--- config.mk ---
export PLATFORM = sky130hd
export DESIGN_NAME = scpa_ctrl
export DESIGN_NICKNAME = d
export VERILOG_FILES = /design/src/rtl/scpa_pkg.sv /design/src/rtl/scpa_ctrl.sv
export SDC_FILE = /design/constraint.sdc
export NUM_CORES = 1
export LEC_CHECK = 0
export BUFFER_PORTS_ARGS = -buffer_cell sky130_fd_sc_hd__buf_2
export CAP_MARGIN = 0
export CORE_MARGIN = 2
export CORE_UTILIZATION = 50
export CTS_BUF_LIST = sky130_fd_sc_hd__clkbuf_8
export CTS_CLUSTER_DIAMETER = 50
export CTS_CLUSTER_SIZE = 12
export DETAILED_ROUTE_END_ITERATION = 10
export PLACE_DENSITY = 0.91
export SYNTH_ARGS = -nofsm -noshare
export SYNTH_HDL_FRONTEND = slang
export SYNTH_SLANG_ARGS = --single-unit
--- constraint.sdc ---
create_clock -name clk -period 1.8 [get_ports clk]
set_input_delay 0.27 -clock clk [delete_from_list [all_inputs] [get_ports clk]]
set_output_delay 0.27 -clock clk [all_outputs]
set_load 0.01 [all_outputs]
--- src/rtl/scpa_pkg.sv ---
// Shared types, constants and defaults for the size-class pool allocator.
package scpa_pkg;

    localparam int CHUNK_BYTES_DEF = 16000;
    localparam int MAX_SMALL_DEF   = 4096;
    localparam int ALIGN_BYTES_DEF = 8;
    localparam int HEAP_CHUNKS_DEF = 16;

    localparam int ADDR_W = 18;
    localparam int SIZE_W = 32;
    localparam int OPEN_W = 5;

    typedef enum logic [1:0] {
        KIND_FREE  = 2'd0,
        KIND_ALLOC = 2'd1,
        KIND_KEEP  = 2'd2,
        KIND_MOVE  = 2'd3
    } kind_t;

    typedef enum logic [9:0] {
        ST_CLEAR   = 10'b00_0000_0001,
        ST_IDLE    = 10'b00_0000_0010,
        ST_DECODE  = 10'b00_0000_0100,
        ST_HEAD    = 10'b00_0000_1000,
        ST_POP     = 10'b00_0001_0000,
        ST_REM_WR  = 10'b00_0010_0000,
        ST_BUMP    = 10'b00_0100_0000,
        ST_FREE_RD = 10'b00_1000_0000,
        ST_FREE_WR = 10'b01_0000_0000,
        ST_FINISH  = 10'b10_0000_0000
    } state_t;

    typedef struct packed {
        logic clr;
        logic load;
        logic rd_head_new;
        logic head_chk;
        logic rd_link;
        logic rd_head_rem;
        logic pop;
        logic push_rem;
        logic bump;
        logic rd_head_old;
        logic push_old;
        logic finish;
    } cmd_t;

    typedef struct packed {
        kind_t kind;
        logic  has_old;
        logic  new_large;
        logic  old_large;
        logic  old_zero;
        logic  fails;
        logic  head_hit;
        logic  rem_push;
        logic  clear_last;
    } sts_t;

endpackage

--- src/rtl/scpa_ctrl.sv ---
// Request sequencer of the size-class pool allocator.
module scpa_ctrl (
    input  logic          clk,
    input  logic          rst_n,
    input  logic          start,
    input  scpa_pkg::sts_t sts,
    output scpa_pkg::cmd_t cmd,
    output logic          busy
);

    scpa_pkg::state_t state_reg, state_next, after_alloc;

    always_ff @(posedge clk or negedge rst_n)
    begin
        if (!rst_n)
        begin
            state_reg <= scpa_pkg::ST_CLEAR;
        end
        else
        begin
            state_reg <= state_next;
        end
    end

    always_comb
    begin
        if (sts.kind == scpa_pkg::KIND_MOVE && !sts.old_zero && !sts.old_large)
        begin
            after_alloc = scpa_pkg::ST_FREE_RD;
        end
        else
        begin
            after_alloc = scpa_pkg::ST_FINISH;
        end
    end

    always_comb
    begin
        cmd        = '0;
        state_next = state_reg;
        case (state_reg)
            scpa_pkg::ST_CLEAR:
            begin
                cmd.clr = 1'b1;
                if (sts.clear_last)
                begin
                    state_next = scpa_pkg::ST_IDLE;
                end
            end
            scpa_pkg::ST_IDLE:
            begin
                if (start)
                begin
                    cmd.load   = 1'b1;
                    state_next = scpa_pkg::ST_DECODE;
                end
            end
            scpa_pkg::ST_DECODE:
            begin
                cmd.rd_head_new = 1'b1;
                case (sts.kind)
                    scpa_pkg::KIND_FREE:
                    begin
                        if (sts.has_old && !sts.old_zero && !sts.old_large)
                        begin
                            state_next = scpa_pkg::ST_FREE_RD;
                        end
                        else
                        begin
                            state_next = scpa_pkg::ST_FINISH;
                        end
                    end
                    scpa_pkg::KIND_KEEP:
                    begin
                        state_next = scpa_pkg::ST_FINISH;
                    end
                    default:
                    begin
                        if (sts.new_large)
                        begin
                            state_next = after_alloc;
                        end
                        else
                        begin
                            state_next = scpa_pkg::ST_HEAD;
                        end
                    end
                endcase
            end
            scpa_pkg::ST_HEAD:
            begin
                cmd.head_chk = 1'b1;
                if (sts.fails)
                begin
                    state_next = scpa_pkg::ST_FINISH;
                end
                else if (sts.head_hit)
                begin
                    cmd.rd_link = 1'b1;
                    state_next  = scpa_pkg::ST_POP;
                end
                else if (sts.rem_push)
                begin
                    cmd.rd_head_rem = 1'b1;
                    state_next      = scpa_pkg::ST_REM_WR;
                end
                else
                begin
                    state_next = scpa_pkg::ST_BUMP;
                end
            end
            scpa_pkg::ST_POP:
            begin
                cmd.pop    = 1'b1;
                state_next = after_alloc;
            end
            scpa_pkg::ST_REM_WR:
            begin
                cmd.push_rem = 1'b1;
                state_next   = scpa_pkg::ST_BUMP;
            end
            scpa_pkg::ST_BUMP:
            begin
                cmd.bump   = 1'b1;
                state_next = after_alloc;
            end
            scpa_pkg::ST_FREE_RD:
            begin
                cmd.rd_head_old = 1'b1;
                state_next      = scpa_pkg::ST_FREE_WR;
            end
            scpa_pkg::ST_FREE_WR:
            begin
                cmd.push_old = 1'b1;
                state_next   = scpa_pkg::ST_FINISH;
            end
            scpa_pkg::ST_FINISH:
            begin
                cmd.finish = 1'b1;
                state_next = scpa_pkg::ST_IDLE;
            end
            default:
            begin
                state_next = scpa_pkg::ST_IDLE;
            end
        endcase
    end

    assign busy = (state_reg != scpa_pkg::ST_IDLE);

endmodule

==> After elaboration in Yosys (flattened, before gate mapping) <==
Cells that the tools add are included.
{ "word_totals": {"regBits": 10, "out_inout_bits": 13, "elab_cells": 50, "in_bits": 13} }
{ "classes": {"eq_ne": 15, "reduce_logical": 9, "muxes": 25} }
{ "op_table": {"columns": ["cell", "n"], "rows": [
  ["10-bit case mux with 8 select lines", 1],
  ["10-bit two-way mux", 7],
  ["10-bit case mux with 2 select lines", 1],
  ["1-bit two-way mux", 13],
  ["10-bit by 1-bit equality test with 1-bit output (second input constant)", 1],
  ["10-bit equality test (second input constant)", 1],
  ["10-bit by 2-bit equality test with 1-bit output (second input constant)", 1],
  ["10-bit by 3-bit equality test with 1-bit output (second input constant)", 1],
  ["10-bit by 4-bit equality test with 1-bit output (second input constant)", 1],
  ["10-bit by 5-bit equality test with 1-bit output (second input constant)", 1],
  ["10-bit by 6-bit equality test with 1-bit output (second input constant)", 1],
  ["10-bit by 7-bit equality test with 1-bit output (second input constant)", 1],
  ["10-bit by 8-bit equality test with 1-bit output (second input constant)", 1],
  ["10-bit by 9-bit equality test with 1-bit output (second input constant)", 1],
  ["10-bit by 2-bit != test with 1-bit output (second input constant)", 1],
  ["7-bit two-way mux", 1],
  ["2-bit equality test (second input constant)", 2],
  ["1-bit logical AND", 4],
  ["2-bit != test (second input constant)", 2],
  ["3-bit two-way mux", 1],
  ["1-bit logical NOT", 2],
  ["2-bit logical NOT", 1],
  ["2-bit two-way mux", 1],
  ["2-bit AND reduction", 1],
  ["2-bit OR reduction", 1]
]} }

==> Longest topological paths before layout <==
Gate-level depths: netlist (run 1).
{ "depth": {"ltp_word": 7, "mapped_depth": 6, "ltp_nobuf": 5} }

==> Least setup slack after synthesis (run 1) <==
OpenSTA, ideal clock, no wires.
{ "synth_timing": {"path_type": "register to output", "startpoint": "reg state_reg[5]", "endpoint": "out cmd[6] (netlist bit)", "n_path_buf": 0, "arrival_ns": 1.347, "t_required_ns": 1.530, "path_stages_with_launch": 5, "path_slack_ns": 0.183, "cell_sequence": "dfrtp_1 > nor3_4 > nand3_1 > nor4_2 > and2_1"} }
{ "synth_lines": {"columns": ["item", "line_no", "text"], "rows": [
  ["from (decl)", "scpa_ctrl.sv:11", "scpa_pkg::state_t state_reg, state_next, after_alloc;"],
  ["from (signal assigned)", "scpa_ctrl.sv:17", "state_reg <= scpa_pkg::ST_CLEAR;"],
  ["from (signal assigned)", "scpa_ctrl.sv:21", "state_reg <= state_next;"],
  ["to (decl)", "scpa_ctrl.sv:7", "output scpa_pkg::cmd_t cmd,"]
]} }

==> impl_metrics.toml, run 1 <==
[pwr]
max-vdd-ir-drop_uv = 688
p_int_uw = 735
power.density_mw_per_mm2 = 1090
pwr-share-seq_pct = 25.7
switching_share_pct = 39.5
overall_power_mw = 1.22
total_leakage_power_nw = 0.559
power.net_switching_uw = 480
clock_power_share_pct = 24.7
combPwrFrac_pct = 49.5

[drt]
drc = 0
detailedRoute.firstIterationViolations = 30
drt_first_pass_iters = 4
detail-route-antenna-nets = 0
routed-via-count = 844
drt-total-wl_mm = 2.53
routed_wire_length_per_instance_um = 18.2
via_per_inst = 6.07

[cells_and_area]
combined_area_of_the_multi_input_logic_cells_um2 = 508
layout-drive-gt1-share_pct = 54.0
fillers = 67
nets = 138
seq_area_um2 = 259
largest_register_ffs = 10
layout.cell_area.non_filler_mm2 = 0.00111
layout-area-overhead-vs-synth_pct = 56.1
diodes = 0

[setup_path]
worst_r2r_path_depth = 6
critPathKind = "reg2out"
cp_arrival_ns = 1.64
cp-start-kind = "flop"
regToRegStartpoint = "state_reg[1]"
timing.critical_path.to_type = "output port"
reg2reg_setup_slack_ns = 0.03
critical_path.max_fanout = 4
required_ns = 1.53
rr_endpoint = "state_reg[1]"

[hold_path]
min_from = "start"
worst_hold_path_type = "in2reg"
whs_endpoint = "state_reg[2]"
holdPathStages = 3

[placement]
port_buffers = 25
detailedPlacementHpwl_mm = 1.44
routabilityCongestion = 0.869
dpl-instance-area_um2 = 888

[logic_synthesis]
synth.area.top_cells = "dfrtp_1 32%, nor2_1 5.8%, dfstp_2 3.7%"
syn-cell-area_um2 = 712
ys_seq_elements = 10
synth_top_cell_area_share_pct = 31.6
syn_nets = 94
synthesis.yosys.warnings = 0
syn_avg_cell_area_um2 = 8.79
netlist-cell-type-count = 34
synth.yosys.seq_area_share_pct = 35.3
netlist_instances = 81
synth_largest_area_cell = "dfrtp_1"

[timing]
layout_min_cycle_time_ns = 1.91
slew_violations = 0
timing.final.crit_share_pct = 106
tightest_pin_transition_ns = 0.349
hold_viol_final = 0
finalSetupTns_ns = -0.481
grt_setup_unrepaired = "true"
setup_viol = 6
timing.final.ws_setup_ns = -0.110
clock.fmax_ghz = 0.524
slew_headroom_pct = 76.6
finClkSkew_ns = 0.00297

[clock_network]
cts.sink_count = 10
cts_max_path_buffers = 2
clkTransAtPathRegs_ns = 0.05
clockRootBuffer = "clkbuf_8"
tritoncts = "built"
worst_skew_pair.late_latency_ns = 0.25
cts-htree-levels = 1
number_of_buffers_created_by_cts = 3

[global_route]
number_of_global_route_vias_before_repair = 815
grt.total_usage_pct = 30.3
grt_start_max_net_pins = 11
grt_pass1_wl_mm = 3.84
overflow = 0
antenna_violations_before_repair = 0

[run]
max-cap-violations = 0

[outcome]
run_status = "complete, but fails checks"
violations = "setup timing"

[die]
top_level_ports = 26
core_region_area_mm2 = 0.00132
die_width_um = 41.7
die-height_um = 41.7
floorplan.rows = 13
initial_utilization_pct = 54.0
die-area_mm2 = 0.00174
[worst max-delay path, cell delays in order (launching register included)]
cell     delay, ns
dfrtp_2       0.45
nor4_4        0.41
nand2_1       0.19
nor3b_2       0.19
buf_2         0.15
[synth_stat cells, drive strengths merged]
| cell | number |
|---|---|
| a21o | 1 |
| nand4 | 1 |
| inv | 7 |
| o21ai | 4 |
| o2111a | 1 |
| nor4 | 5 |
| and2b | 1 |
| and4 | 1 |
| dfstp | 1 |
| a22o | 1 |
| a211oi | 1 |
| nand2b | 3 |
| or4 | 1 |
| nor3b | 4 |
| xor2 | 2 |
| and2 | 3 |
| o22ai | 1 |
| dfrtp | 9 |
| nand2 | 2 |
| nor2b | 3 |
| nor2 | 11 |
| clkbuf | 1 |
| nand3 | 5 |
| nor3 | 5 |
| and3 | 3 |
| a32oi | 2 |
| a21bo | 1 |
| a31oi | 1 |
[worst max path at each step]
stage	start	endpoint	slack [ns]	depth (start not counted)
2_1_floorplan	state_reg[5]	cmd[6]	0.18	4
3_3_place_gp	state_reg[5]	cmd[6]	0.15	5
3_5_place_dp	state_reg[5]	cmd[7]	0.08	5
4_1_cts	state_reg[7]	cmd[11]	-0.03	4
5_1_grt	state_reg[5]	cmd[0]	-0.17	4
6_report	state_reg[5]	cmd[1]	-0.11	4
[cells by family after synthesis]
group / after synthesis / synth area share (%)
flops: 10 / 35.3
xor+xnor: 2 / 2.46
simple gates: 48 / 43.8
compound gates: 13 / 14.1
buf+inv: 8 / 4.39
[power by group through the flow]
| stage | Combinational (mW) | Sequential [mW] | Clock [mW] |
|---|---|---|---|
| CTS | 0.518 | 0.308 | 0.292 |
| global placement | 0.390 | 0.297 | 0 |
| global route | 0.637 | 0.313 | 0.313 |
| detailed placement | 0.404 | 0.305 | 0 |
| floorplan | 0.255 | 0.289 | 0 |
| finish | 0.602 | 0.313 | 0.301 |
[metal layers]
layer  up-vias  GRT usage [%]  routed length, um
li1        380              -                  -
met3         9           10.4                213
met1       398           35.7                953
met5         -              0                  0
met4         0           18.1                 84
met2        57           47.2               1280
[area by class of cell]
cell class	instances	area share (%)
Tap cell	15	1.69
Timing Repair Buffer	40	22.0
Multi-Input combinational cell	63	45.7
Sequential cell	10	23.3
Inverter	7	2.36
Clock buffer	4	4.95
[placed cells by master, fill, tap and decap left out, drive strengths merged]
master,n
nand3,5
nor4,5
inv,7
nor2,11
nand2,2
and2b,1
a31oi,1
nor2b,3
a211oi,1
a21o,1
and4,1
a32oi,2
dlygate4sd3,1
and2,3
and3,3
o22ai,1
nand4,1
a21bo,1
o2111a,1
dfrtp,9
xor2,2
o21ai,4
dfstp,1
nor3,5
a22o,1
clkbuf,4
nand2b,3
nor3b,4
buf,39
or4,1
[through the flow]
step	utilization, %	setup slack (ns)	hold slack (ns)	instances
4_1_cts	80.2	-0.0291	0.246	138
3_5_place_dp	67.4	0.0760	0.144	125
3_3_place_gp	67.4	0.147	0.143	125
2_1_floorplan	-	0.183	-0.0256	81
5_1_grt	84.3	-0.166	0.289	139
6_report	84.3	-0.110	0.263	139
[repair_timing]
item	CTS	global route
resized for setup	13	9
hold endpoints to repair	9	0
gates cloned	0	0
setup endpoints to repair	10	12
buffers inserted	8	1
pin swaps	8	7
hold buffers	1	0
No activity file was read; power rests on OpenSTA's default activity.
==> inputs of run 2 (changes only) <==
==> config.mk (replaced) <==
export PLATFORM = sky130hd
export DESIGN_NAME = scpa_ctrl
export DESIGN_NICKNAME = d
export VERILOG_FILES = /design/src/rtl/scpa_pkg.sv /design/src/rtl/scpa_ctrl.sv
export SDC_FILE = /design/constraint.sdc
export NUM_CORES = 1
export LEC_CHECK = 0
export CAP_MARGIN = 0
export CORE_AREA = 2 2 39 41
export CTS_BUF_LIST = sky130_fd_sc_hd__clkbuf_8
export CTS_CLUSTER_DIAMETER = 50
export CTS_CLUSTER_SIZE = 12
export DETAILED_ROUTE_END_ITERATION = 10
export DIE_AREA = 0 0 41 43
export DONT_BUFFER_PORTS = 1
export PLACE_DENSITY = 0.79
export SYNTH_ARGS = -nofsm -noshare
export SYNTH_HDL_FRONTEND = slang
export SYNTH_SLANG_ARGS = --single-unit
==> impl_metrics.toml, run 2 (synthesis gave the netlist of run 1 again) <==
[timing]
timing.hold.ws_ns = 0.0905
grt_setup_unrepaired = "true"
tightest_pin_transition_ns = 0.441
slew_violations = 0
timing.final.ws_setup_ns = -0.0591
clock.fmax_ghz = 0.538
layout_min_cycle_time_ns = 1.86
finClkSkew_ns = 0.00457
timing.final.crit_share_pct = 103
hold_viol_final = 0
setup_viol = 5
slew_headroom_pct = 70.5

[clock_network]
tritoncts = "built"
number_of_buffers_created_by_cts = 3
cts-htree-levels = 1
cts_max_path_buffers = 2
cts.sink_count = 10
worst_skew_pair.late_latency_ns = 0.24
clkTransAtPathRegs_ns = 0.05
clockRootBuffer = "clkbuf_8"

[pwr]
overall_power_mw = 1.13
total_leakage_power_nw = 0.440
max-vdd-ir-drop_uv = 618
power.density_mw_per_mm2 = 1150

[setup_path]
regToRegStartpoint = "state_reg[1]"
slowest_delay_ns = 0.46
cp-start-kind = "flop"
cpMaxStageDelayCell = "dfrtp_2"
cell_family_contributing_the_most_delay_on_the_critical_path = "simple AND/OR/NAND/NOR gates"
cp-startpoint = "state_reg[4]"
cp_arrival_ns = 1.59
timing.critical_path.to_type = "output port"
critical_path.cell_chain = "nor4_4, nand4_1, buf_4"
critPathKind = "reg2out"
required_ns = 1.53
critical_path_buf_inv_count = 1
critical_path.max_fanout = 5

[global_route]
antenna_violations_before_repair = 0
number_of_global_route_vias_before_repair = 723
grt.total_usage_pct = 26.4
overflow = 0
grt_pass1_wl_mm = 3.12
grt_start_max_net_pins = 11

[placement]
routabilityCongestion = 0.907
port_buffers = 0
detailedPlacementHpwl_mm = 1.37

[drt]
routed_wire_length_per_instance_um = 17.2
routed-via-count = 760
drt_first_pass_iters = 5
drc = 0
via_per_inst = 6.55
drt-total-wl_mm = 2.00
detail-route-antenna-nets = 0
detailedRoute.firstIterationViolations = 17

[cells_and_area]
nets = 114
layout.cells.most_common_list = "14 x buf_4, 9 x nor2_1, 7 x inv_1"
leading_cell_type_in_the_layout_fill_and_taps_excluded = "buf_4"
fillers = 103
final_util_pct = 70.8
layout-drive-gt1-share_pct = 44.0
layout-area-overhead-vs-synth_pct = 37.6
largest_register_ffs = 10
diodes = 0

[outcome]
run_status = "complete, but fails checks"
violations = "setup timing"

[hold_path]
worst_hold_path_type = "in2reg"
min_from = "sts[3]"

[die]
die-area_mm2 = 0.00176
top_level_ports = 26
die_width_um = 41
die-height_um = 43
core_region_area_mm2 = 0.00138
floorplan.rows = 14
initial_utilization_pct = 51.4

[run]
max-cap-violations = 0
run 2: layer usage:
metal  wire length (um)  track usage (%)  share of wire (%)  vias up
li1                   -                -                  -      334
met1                726             31.5                 36      355
met2                962             38.1                 48       54
met3                194             8.90                9.7       17
met4                112             18.0                5.6        0
met5                  0                0                  0        -
run 2: layout make-up:
| type | instances | area [um^2] | area share, % |
|---|---|---|---|
| multi-input combinational | 63 | 494 | 50.4 |
| sequential | 10 | 258 | 26.3 |
| timing repair buffer | 16 | 126 | 12.9 |
| clock buffer | 4 | 55.1 | 5.62 |
| inverter | 7 | 26.3 | 2.68 |
| tap | 16 | 20.0 | 2.04 |
run 2: worst register-to-register path, stage by stage (launching register included):
cell	delay [ns]
dfrtp_2	0.45
buf_6	0.13
or4_4	0.51
a211oi_2	0.26
o21ai_1	0.10
a31oi_1	0.14
nor2_1	0.07
run 2: stage by stage:
stage / TNS, ns / setup WS [ns] / area (um^2) / std cells
after global routing: -0.577 / -0.128 / 980 / 116
after floorplan: 0 / 0.183 / 712 / 81
after detailed placement: 0 / 0.0869 / 787 / 104
after global placement: 0 / 0.173 / 787 / 104
final: -0.190 / -0.0591 / 980 / 116
after CTS: -0.0595 / -0.0522 / 932 / 115
run 2: final timing paths:
| kind | slack (ns) | to | cells past startpoint |
|---|---|---|---|
| setup / recovery | -0.06 | busy | 3 |
| hold / removal | 0.09 | state_reg[4] | 1 |
| setup reg to reg | 0.01 | state_reg[1] | 6 |
| hold reg to reg | 0.58 | state_reg[8] | 1 |
| max in group asynchronous | 1.06 | state_reg[6] | 1 |
| min in group asynchronous | 0.41 | state_reg[8] | 1 |
run 2: report_power, final:
part	leakage, nW	internal [mW]	switching [mW]
Combinational	0.287	0.261	0.269
Clock	0.0288	0.192	0.0906
Sequential	0.124	0.255	0.0583
run 2: repair_timing:
item | in CTS | in global routing
endpoints found under the setup margin | 7 | 14
pin swaps | 6 | 12
gates cloned | 0 | 0
setup buffers | 6 | 1
resized for setup | 8 | 12
hold endpoints to repair | 10 | 0
hold buffers | 1 | 0
